**src/rtl/core/pqqr_pkg.sv**
```systemverilog
// Shared types and constants of the quantum requeue priority queue.
package pqqr_pkg;

  localparam int QueueDepth = 64;
  localparam int CntW       = $clog2(QueueDepth + 1);
  localparam int UrgW       = 8;
  localparam int WorkW      = 16;
  localparam int TagW       = 24;
  localparam int QuantW     = 4;
  localparam logic [QuantW-1:0] QuantReset = 4'd3;

  typedef enum logic {
    CMD_INSERT = 1'b0,
    CMD_SERVE  = 1'b1
  } cmd_t;

  typedef enum logic [1:0] {
    ST_INSERTED = 2'd0,
    ST_SERVED   = 2'd1,
    ST_EMPTY    = 2'd2,
    ST_FULL     = 2'd3
  } status_t;

  typedef enum logic {
    BK_IDLE    = 1'b0,
    BK_REQUEUE = 1'b1
  } back_state_t;

  typedef struct packed {
    logic [UrgW-1:0]  urg;
    logic [WorkW-1:0] cnt;
    logic [TagW-1:0]  tag;
    logic             first;
  } job_t;

  typedef struct packed {
    cmd_t cmd;
    job_t job;
  } cmd_item_t;

  typedef struct packed {
    status_t          status;
    job_t             job;
    logic             requeued;
    logic [WorkW-1:0] remaining;
  } result_t;

endpackage

```
**src/rtl/core/pqqr_front.sv**
```systemverilog
// Front end: takes command beats into a two-entry queue for the back end.
module pqqr_front (
  input  logic                clk,
  input  logic                rst,
  input  logic                in_valid,
  output logic                in_ready,
  input  pqqr_pkg::cmd_item_t in_item,
  output logic                out_valid,
  input  logic                out_pop,
  output pqqr_pkg::cmd_item_t out_item
);
  import pqqr_pkg::*;

  cmd_item_t  mem [2];
  logic       wr_ptr;
  logic       rd_ptr;
  logic [1:0] fill;
  logic       push;
  logic       pop;

  assign in_ready  = (fill != 2'd2);
  assign out_valid = (fill != 2'd0);
  assign out_item  = mem[rd_ptr];
  assign push      = in_valid && in_ready;
  assign pop       = out_pop && out_valid;

  always_ff @(posedge clk) begin
    if (rst) begin
      wr_ptr <= 1'b0;
      rd_ptr <= 1'b0;
      fill   <= 2'd0;
    end else begin
      if (push) wr_ptr <= ~wr_ptr;
      if (pop) rd_ptr <= ~rd_ptr;
      fill <= fill + {1'b0, push} - {1'b0, pop};
    end
  end

  always_ff @(posedge clk) begin
    if (push) mem[wr_ptr] <= in_item;
  end

endmodule

```
**config.mk**
```make
export PLATFORM = sky130hd
export DESIGN_NAME = pqqr_front
export DESIGN_NICKNAME = d
export VERILOG_FILES = /design/src/rtl/core/pqqr_pkg.sv /design/src/rtl/core/pqqr_front.sv
export SDC_FILE = /design/constraint.sdc
export NUM_CORES = 1
export LEC_CHECK = 0
export ABC_AREA = 1
export BUFFER_PORTS_ARGS = -buffer_cell sky130_fd_sc_hd__buf_2
export CAP_MARGIN = 20
export CELL_PAD_IN_SITES_DETAIL_PLACEMENT = 1
export CELL_PAD_IN_SITES_GLOBAL_PLACEMENT = 1
export CORE_UTILIZATION = 40
export DETAILED_ROUTE_END_ITERATION = 6
export HOLD_SLACK_MARGIN = 0.02
export PLACE_DENSITY = 0.77
export SETUP_SLACK_MARGIN = 0.02
export SYNTH_ARGS = -nofsm -noshare
export SYNTH_HDL_FRONTEND = slang
export SYNTH_SLANG_ARGS = --single-unit
```
**constraint.sdc**
```tcl
create_clock -name clk -period 3 [get_ports clk]
set_input_delay 0.15 -clock clk [delete_from_list [all_inputs] [get_ports clk]]
set_output_delay 0.15 -clock clk [all_outputs]
set_load 0.01 [all_outputs]
```
After elaboration in Yosys (flattened, before gate mapping)
Memory sizes are Yosys's and may differ from the RTL's. A register that Yosys moved wholly into a read port is not among the register bits. Index checks and enable logic that the tools add are counted. W data, S select, Z words.

Add/sub/neg operators: 2. Equality and inequality tests: 1. Muxes and demuxes: 4. Bitwise operators: 2. Reduce and logical (&&, ||, !) cells: 3.

Operator list (count): $mux W1 (4); $add A2 B1 Y2 (1); $logic_and A1 B1 Y1 (2); $ne A2 B2 Y1 const B (1); $not A1 Y1 (2); $reduce_bool A2 Y1 (1); $sub A2 B1 Y2 (1).

Flip-flop bits (word level): 4. Bits in writable memories: 100. Input port bits: 54. Output and inout port bits: 52. Logic and storage cells: 16. Memories kept: 1.

Memories: mem (depth 2, width 50, rd ports 1, clocked after Yosys merged registers in 1, wr ports 1, line pqqr_front.sv:14) `cmd_item_t mem [2];`.

Logic depth before layout (Yosys ltp)
Gate-level depths: netlist of the first run.

Depth after elaboration: 4. Depth in mapped cells: 11. Gate-level depth less buffers: 11.

Worst setup path before layout of the first run
Ideal clock, no wire load.

Path kind: register to register. From: register fill[0]. To: memory mem[0][0] (netlist bit) (enable). Setup time: 458 ps. Arrival: 2723 ps. Required time: 2542 ps. Setup slack: -180 ps. Stages on the path, launching flop included: 5. Path buffers: 0. Clock period less this slack: 3180 ps. Cell sequence: dfxtp_1 -> inv_1 -> nand2_1 -> nand2_1 -> nor2_1.

Longest elaborated chain between the ends: 4.

RTL lines: start: declaration (line pqqr_front.sv:17) `logic [1:0] fill;`; start signal: assignment (line pqqr_front.sv:35) `fill <= fill + {1'b0, push} - {1'b0, pop};`; $ne A2 B2 Y1 (line pqqr_front.sv:21) `assign in_ready = (fill != 2'd2);`; named net in_ready (line pqqr_front.sv:6) `output logic in_ready,`; $logic_and A1 B1 Y1 (line pqqr_front.sv:24) `assign push = in_valid && in_ready;`; $mux W1 (line pqqr_front.sv:40) `if (push) mem[wr_ptr] <= in_item;`; $mux W1 (not written as such) (line pqqr_front.sv:40); end: declaration (line pqqr_front.sv:14).

The timed path passes the listed nets, and every way through them passes these cells.

==> impl_metrics.csv, run 1 <==
group,metric,value,unit
synthesis,netlist_area,4110,um2
pwr,p_int,2.85,mW
clock_tree,cts_tree,"done",
worst_setup_path,critical_path_class,"reg -> out",
timing,rsz0062_at_grt,"false",
clock_tree,cts.sinks,105,
die,design.core.area,9860,um2
die,start_util,41.7,%
drt,drtAntennaViolNets,0,
worst_setup_path,arrival,1.89,ns
timing,slew_viol_final,0,
pwr,pwr-share-seq,51.0,%
grt,grt_pass1_wl,11.2,mm
clock_tree,ctsResizeCount,0,
drt,dr.pass1.iters,4,
drt,num_vias,2223,
synthesis,synth_cell_types,11,
worst_setup_path,critPathLaunchType,"register",
timing,post-route-min-period,2.04,ns
clock_tree,htree_levels,3,
pwr,p_switching,1.12,mW
layout,num_antenna_cells,0,
synthesis,ys_seq_area_share,75.5,%
clock_tree,cts.path.max_buffers,2,
pwr,power_per_cell_area,729,nW/um2
run_status,status,"complete, no violations",
grt,grt_max_degree,51,
layout,final_common_cell,"buf_2",
layout,multi_input_area,872,um2
die,ioPinCount,106,
timing,hold_viol,0,
drt,drc_errors,0,
timing,setup_tns,0,ns
layout,instances_no_fill,495,
layout,fillers,952,
timing,fin_skew,0.0180,ns
drt,wire_per_inst,15.4,um
layout,final_cell_mix,"buf_2, edfxtp_1, dlygate4sd3_1",
pwr,total_leakage_power,2.18,nW
timing,post-route-period-util,68.1,%
timing,holdWs,0.0959,ns
drt,viasPerCell,4.49,
synthesis,syn_area_per_cell,21.3,um2
drt,wl,7.63,mm
pwr,clockPowerShare,22.8,%
placed_design,post-place-ws,1.24,ns
layout,final_nets,413,
timing,setup_viol,0,
synthesis,synth_nets,249,
worst_setup_path,cp.required,2.85,ns
drt,drt-initial-drc-count,73,
clock_tree,clkLatencyLatePin,0.37,ns
pwr,swShare,28.3,%
die,rows,36,
clock_tree,clock_tree.root_cell,"clkbuf_8",
layout,utilization,55.2,%
timing,slew_headroom,36.5,%
run,cap_violations,0,
worst_setup_path,path_max_fanout,50,
placed_design,dp_hpwl,4.81,mm
grt,grt_overflow,0,
grt,grt_use_total,14.5,%
layout,design_area,5440,um2
synthesis,synth_top_area_share,73.1,%
synthesis,synthesis.instances,193,
timing,tightest_slew,0.953,ns
synthesis,yosysWarnings,0,
die,dieWidth,103,um
placed_design,port_buffers,105,
grt,antenna_found_initial,0,
clock_tree,clk_pin_slew,0.09,ns
layout,drive_gt1_share,48.9,%
grt,grt_pass1_vias,2355,
synthesis,ys_seq_elements,105,
pwr,pwr-share-comb,26.3,%
placed_design,globalplace.congestion,0.669,
hold_path,hp-class,"in -> reg",
worst_setup_path,end_kind,"output pin",
layout,regArea,3110,um2
timing,fin_ws,0.956,ns
timing,fmax,0.489,GHz
die,die_area,10700,um2
synthesis,synthTopCellsByArea,"edfxtp_1, mux2_4, buf_12",
placed_design,dpl-instance-area,4720,um2
pwr,vdd_drop_max,0.000378,V
pwr,power,3.97,mW
layout,areaGrowthSynthToFinish,32.4,%
synthesis,synth_largest_area_cell,"edfxtp_1",
clock_tree,cts_buffers,9,
die,fp.dieH,103,um
placed_design,placed_cells,428,
-- cell usage after synthesis (all sizes together) --
cell type and count:
nand2 8, mux2 50, inv 8, nand3 3, dfxtp 5, buf 6, a21oi 2, nor2 9
ha 2, edfxtp 100
-- final timing paths --
path         startpoint      endpoint  slack (ns)  cells past startpoint
max            register  out_item[23]        0.96                      2
min reg2reg      rd_ptr        rd_ptr        0.54                      2
max reg2reg     fill[0]     mem[0][0]        1.23                      5
min            in_valid        wr_ptr         0.1                      3
-- cells by family after synthesis --
| kind of cell | after synthesis | share of synthesized area [%] |
|---|---|---|
| muxes | 50 | 18.3 |
| and+or+nand+nor | 20 | 1.92 |
| DFF | 105 | 75.5 |
| adders and majority gates | 2 | 0.609 |
| AOI/OAI and AO/OA | 2 | 0.244 |
| buffers and inverters | 14 | 3.44 |
-- power groups by stage --
stage	clock network, mW	registers (mW)	logic, mW
2_1_floorplan	0	1.94	0.826
3_3_place_gp	0	2.05	0.978
3_5_place_dp	0	2.06	1.00
4_1_cts	0.935	2.03	1.06
5_1_grt	0.979	2.05	1.13
6_report	0.903	2.02	1.04
-- registers in the layout, summed over array words and instances (netlist names), named ones only --
register / flops
mem: 100
wr_ptr: 1
fill: 2
rd_ptr: 1
-- worst max-delay path: stages, from the launching register on --
cell	delay, ns
dfxtp_4	0.95
mux2_4	0.37
buf_2	0.14
-- timing repair --
item / CTS / global route
setup buffers: 0 / 0
hold endpoints to repair: 101 / 0
hold buffers: 51 / 0
-- cell type report --
cell class                      count  share of cell area, %
Clock buffer                        9                   2.28
Clock inverter                      7                   1.54
Inverter                            8                  0.552
Multi-Input combinational cell     74                   16.0
Sequential cell                   105                   57.1
Tap cell                          133                   3.06
Timing Repair Buffer              159                   19.5
-- per-layer routing --
metal / track usage [%] / share of wire [%] / wire [um] / up-vias
li1: - / - / - / 1061
met1: 16.0 / 41 / 3120 / 1099
met2: 26.6 / 55 / 4160 / 57
met3: 2.82 / 3.3 / 250 / 6
met4: 7.04 / 1.3 / 97 / 0
met5: 0 / 0 / 0 / -
Power figures use the tool's default switching activity.
==> run 2, diff against run 1 <==
ABC_AREA = 0   (was 1)
clock period = 1.83 ns   (was 3 ns; I/O delays follow)
==> impl_metrics.csv, run 2 <==
group,metric,value,unit
drt,drc_errors,0,
clock_tree,htree_levels,3,
layout,instances_no_fill,492,
hold_path,hp-class,"in -> reg",
die,rows,36,
synthesis,synthTopCellsByArea,"edfxtp_1, mux2_4, buf_12",
die,start_util,41.6,%
worst_setup_path,worstPathCellList,"nand2b_2 -> nand2_2 -> ha_1 -> inv_1 -> ha_1 -> xor2_1 -> xnor2_1 -> nor2_1",
timing,holdWs,0.149,ns
synthesis,yosysWarnings,0,
drt,drtAntennaViolNets,0,
worst_setup_path,cp.required,2.08,ns
drt,dr.pass1.iters,3,
worst_setup_path,cpPeakStageDelay,0.38,ns
worst_setup_path,critPathMostFrequentCell,"ha_1",
synthesis,ys_seq_elements,105,
layout,areaGrowthSynthToFinish,34.9,%
timing,setup_tns,0,ns
timing,post-route-min-period,1.62,ns
drt,wl,7.54,mm
pwr,power_per_cell_area,1180,nW/um2
synthesis,synth_top_area_share,73.2,%
layout,final_cell_mix,"buf_2, edfxtp_1, mux2_4, dlygate4sd3_1",
layout,top_regs,"mem: 100 flops, fill: 2 flops",
die,ioPinCount,106,
die,design.core.area,9860,um2
worst_setup_path,path_max_fanout,4,
clock_tree,clk_pin_slew,0.09,ns
worst_setup_path,critPathSlowestCell,"dfxtp_1",
clock_tree,clock_tree.root_cell,"clkbuf_8",
worst_setup_path,critical_path_class,"reg -> reg",
synthesis,synth_largest_area_cell,"edfxtp_1",
timing,tightest_slew,0.239,ns
clock_tree,cts.path.max_buffers,2,
timing,rsz0062_at_grt,"false",
timing,fin_skew,0.00781,ns
timing,post-route-period-util,88.5,%
timing,hold_viol,0,
grt,grt_use_total,14.7,%
grt,grt_pass1_vias,2371,
clock_tree,cts_buffers,9,
layout,drive_gt1_share,52.1,%
die,dieWidth,103,um
timing,setup_viol,0,
worst_setup_path,reg2reg_slack,0.21,ns
synthesis,syn_area_per_cell,22.8,um2
die,die_area,10700,um2
placed_design,globalplace.congestion,0.633,
synthesis,synth_edf_count,100,
grt,grt_max_degree,36,
layout,final_common_cell,"buf_2",
worst_setup_path,arrival,1.87,ns
placed_design,port_buffers,105,
synthesis,ys_async_sr_fraction,0,%
clock_tree,ctsResizeCount,0,
grt,grt_pass1_wl,11.3,mm
timing,slew_headroom,84.0,%
drt,drt-initial-drc-count,48,
synthesis,ys_seq_area_share,75.6,%
synthesis,synth_cell_types,16,
layout,top_register,"mem",
run,cap_violations,0,
clock_tree,clkLatencyLatePin,0.34,ns
placed_design,dp_hpwl,4.69,mm
synthesis,synth_common_cells,"edfxtp_1, mux2_4, buf_12, dfxtp_1, nor2_1",
clock_tree,cts_tree,"done",
layout,num_antenna_cells,0,
layout,fillers,905,
placed_design,placed_cells,418,
layout,largest_register_ffs,100,
synthesis,netlist_area,4100,um2
run_status,status,"complete, no violations",
timing,fmax,0.617,GHz
die,fp.dieH,103,um
timing,slew_viol_final,0,
worst_setup_path,critPathLaunchType,"register",
synthesis,yosys_most_used_dff,"edfxtp_1",
grt,antenna_found_initial,0,
clock_tree,cts.sinks,105,
layout,final_nets,410,
synthesis,synth.most_common_cell,"edfxtp_1",
worst_setup_path,end_kind,"register",
synthesis,synth_nets,236,
drt,viasPerCell,4.47,
grt,grt_overflow,0,
pwr,total_leakage_power,2.21,nW
pwr,vdd_drop_max,0.000622,V
drt,num_vias,2200,
drt,wire_per_inst,15.3,um
synthesis,synthesis.instances,180,
run 2: cell types whose count changed after synthesis, moves of 2 or more:
cell,previous run,this run
inv_1,8,1
xnor2_1,0,2
nor2_1,9,5
nand3_1,3,0
nor2b_1,0,2
a21oi_1,2,0
nand2_1,8,0
run 2: worst paths after layout:
| path | start | end | cells past startpoint |
|---|---|---|---|
| max | fill[0] | fill[1] | 8 |
| min | in_valid | wr_ptr | 3 |
| max reg2reg | fill[0] | fill[1] | 8 |
| min reg2reg | rd_ptr | register | 2 |
run 2: worst max-delay path, delay by kind of cell, from the launching register on:
kind / cells / cell delay [ns]
buffers and inverters: 1 / 0.06
flip-flops: 1 / 0.38
XOR/XNOR: 2 / 0.32
adder cells (fa/ha/maj): 2 / 0.44
AND/OR/NAND/NOR: 3 / 0.33
run 2: cell families after synthesis:
group | synth area share [%]
buf+inv | 2.81
flops | 75.6
simple gates | 1.43
fa+ha+maj | 0.610
compound gates | 0.214
mux | 18.7
xor+xnor | 0.641
run 2: layout make-up:
type	instances	area [um2]	area share (%)
Clock buffer	12	135	2.44
Tap cell	133	166	3.01
Inverter	1	3.75	0.0678
Clock inverter	4	43.8	0.791
Multi-Input combinational cell	68	893	16.1
Sequential cell	105	3110	56.2
Timing Repair Buffer	169	1180	21.4
run 2: power breakdown:
part	leakage (nW)	switching, mW	total (mW)	internal [mW]
combinational	1.14	0.908	2.04	1.13
clock	0.0918	0.707	1.33	0.627
sequential	0.976	0.126	3.14	3.02
run 2: repair_timing:
item / 4_1_cts / 5_1_grt
endpoints found under the hold margin: 104 / 0
hold buffers: 51 / 0
endpoints found under the setup margin: 0 / 5
setup buffers: 0 / 7
run 2: per-layer routing:
layer / global-route usage [%] / wire length (um) / up-vias
met5: 0 / 0 / -
met4: 5.85 / 100 / 0
met3: 4.23 / 331 / 9
met2: 27.8 / 4100 / 62
met1: 15.2 / 3000 / 1086
li1: - / - / 1043
run 2: metrics by stage:
stage                     utilization, %  total power [mW]  area, um2  setup slack (ns)
after CTS                           55.6              6.54       5480            0.0464
after global routing                56.1              6.84       5530            0.0945
after global placement              48.6              5.04       4790             0.322
after detailed placement            48.6              5.11       4790             0.212
final                               56.1              6.52       5530             0.210
after floorplan                        -              4.55       4110            0.0730
==> run 3, diff against run 2 <==
SETUP_SLACK_MARGIN = 0.3   (was 0.02)
==> impl_metrics.csv, run 3 (synthesis gave the netlist of run 2 again) <==
group,metric,value,unit
placed_design,globalplace.congestion,0.604,
timing,setup_viol,0,
placed_design,post-place-ws,0.197,ns
clock_tree,cts.sinks,105,
worst_setup_path,reg2reg_from,"fill[1]",
timing,tightest_slew,0.245,ns
worst_setup_path,end_kind,"register",
grt,grt_pass1_wl,11.4,mm
die,start_util,41.6,%
drt,viasPerCell,4.50,
worst_setup_path,reg2reg_slack,0.28,ns
worst_setup_path,critPathLaunchType,"register",
clock_tree,htree_levels,3,
timing,hold_viol,0,
worst_setup_path,cp.required,2.08,ns
layout,utilization,57.6,%
pwr,clockPowerShare,21.0,%
timing,slew_viol_final,0,
pwr,pwr-share-seq,46.1,%
placed_design,port_buffers,105,
clock_tree,clock_tree.root_cell,"clkbuf_8",
timing,fin_ws,0.284,ns
timing,post-route-period-util,84.5,%
die,rows,36,
layout,fillers,895,
worst_setup_path,critical_path_class,"reg -> reg",
pwr,p_switching,1.90,mW
layout,final_nets,410,
die,fp.dieH,103,um
clock_tree,cts_tree,"done",
clock_tree,clk_pin_slew,0.10,ns
timing,rsz0062_at_grt,"true",
placed_design,dp_hpwl,4.86,mm
timing,post-route-min-period,1.55,ns
hold_path,hp-start,"in_valid",
layout,drive_gt1_share,54.9,%
pwr,p_int,4.95,mW
drt,wire_per_inst,16.2,um
drt,drtAntennaViolNets,0,
layout,top_regs,"mem: 100 flops, fill: 2 flops",
run_status,status,"complete, no violations",
grt,grt_use_total,15.1,%
clock_tree,clkLatencyLatePin,0.36,ns
worst_setup_path,arrival,1.79,ns
clock_tree,cts_buffers,9,
die,design.core.area,9860,um2
hold_path,hold_path_depth,4,
die,ioPinCount,106,
drt,drt-initial-drc-count,52,
layout,largest_register_ffs,100,
hold_path,whs_endpoint,"wr_ptr",
timing,fin_skew,0.0121,ns
pwr,total_leakage_power,2.25,nW
grt,grt_max_degree,35,
timing,fmax,0.647,GHz
pwr,swShare,27.8,%
layout,areaGrowthSynthToFinish,38.6,%
drt,num_vias,2216,
clock_tree,cts.path.max_buffers,2,
pwr,pwr-share-comb,32.9,%
grt,antenna_found_initial,0,
placed_design,dpl-instance-area,4800,um2
layout,final_common_cell,"edfxtp_1",
drt,wl,7.99,mm
worst_setup_path,path_max_fanout,4,
die,dieWidth,103,um
grt,grt_pass1_vias,2309,
drt,drc_errors,0,
grt,grt_overflow,0,
worst_setup_path,reg2reg_to,"fill[1]",
pwr,vdd_drop_max,0.000572,V
die,die_area,10700,um2
timing,slew_headroom,83.6,%
hold_path,hp-class,"in -> reg",
layout,final_cell_mix,"edfxtp_1, buf_2, mux2_4, dlygate4sd3_1, clkbuf_8",
layout,top_register,"mem",
pwr,power_per_cell_area,1200,nW/um2
drt,dr.pass1.iters,4,
layout,design_area,5690,um2
worst_setup_path,rr_worst_depth,7,
run,cap_violations,0,
timing,holdWs,0.233,ns
timing,setup_tns,0,ns
layout,num_antenna_cells,0,
[run 3: final cells by class]
class / instances / area (um2) / share of cell area [%]
clock buffer: 9 / 124 / 2.18
clock inverter: 7 / 75.1 / 1.32
inverter: 1 / 3.75 / 0.0660
multi-input combinational: 68 / 942 / 16.6
sequential: 105 / 3110 / 54.7
tap: 133 / 166 / 2.93
timing repair buffer: 169 / 1260 / 22.2
[run 3: worst max-delay path by stage]
stage | from | endpoint | cells after the start | slack [ns]
floorplan | fill[0] | mem[0][0] | 3 | 0.12
global placement | fill[1] | fill[1] | 7 | 0.31
detailed placement | fill[1] | fill[1] | 7 | 0.20
CTS | fill[1] | fill[1] | 7 | 0.28
global route | fill[1] | fill[1] | 7 | 0.21
finish | fill[1] | fill[1] | 7 | 0.28
[run 3: timing repair]
action,4_1_cts,5_1_grt
endpoints found under the hold margin,104,0
setup buffers,5,1
pin swaps,7,6
gates cloned,0,1
resized for setup,7,9
setup endpoints to repair,51,49
hold buffers,51,0
[run 3: stage by stage]
| step | total power [mW] | cells |
|---|---|---|
| 6_report | 6.85 | 492 |
| 5_1_grt | 7.18 | 492 |
| 4_1_cts | 6.77 | 490 |
| 3_5_place_dp | 5.13 | 418 |
| 3_3_place_gp | 5.07 | 418 |
| 2_1_floorplan | 4.57 | 180 |
[run 3: routing by layer]
metal	global-route usage (%)	wire length, um
met3	3.09	317
met2	28.9	4360
met1	16.0	3250
met5	0	0
met4	6.18	68
[run 3: critical path: stages, from the launching register on]
cell     delay [ns]
dfxtp_4        0.38
o21a_4         0.23
ha_4           0.26
inv_2          0.04
ha_4           0.15
xor2_2         0.15
xnor2_1        0.16
nor2_1         0.07
[run 3: power by group through the flow]
stage | logic [mW] | clock network [mW] | registers, mW
floorplan | 1.42 | 0 | 3.15
global placement | 1.83 | 0 | 3.23
detailed placement | 1.86 | 0 | 3.27
CTS | 2.14 | 1.48 | 3.16
global route | 2.44 | 1.55 | 3.19
finish | 2.25 | 1.44 | 3.16
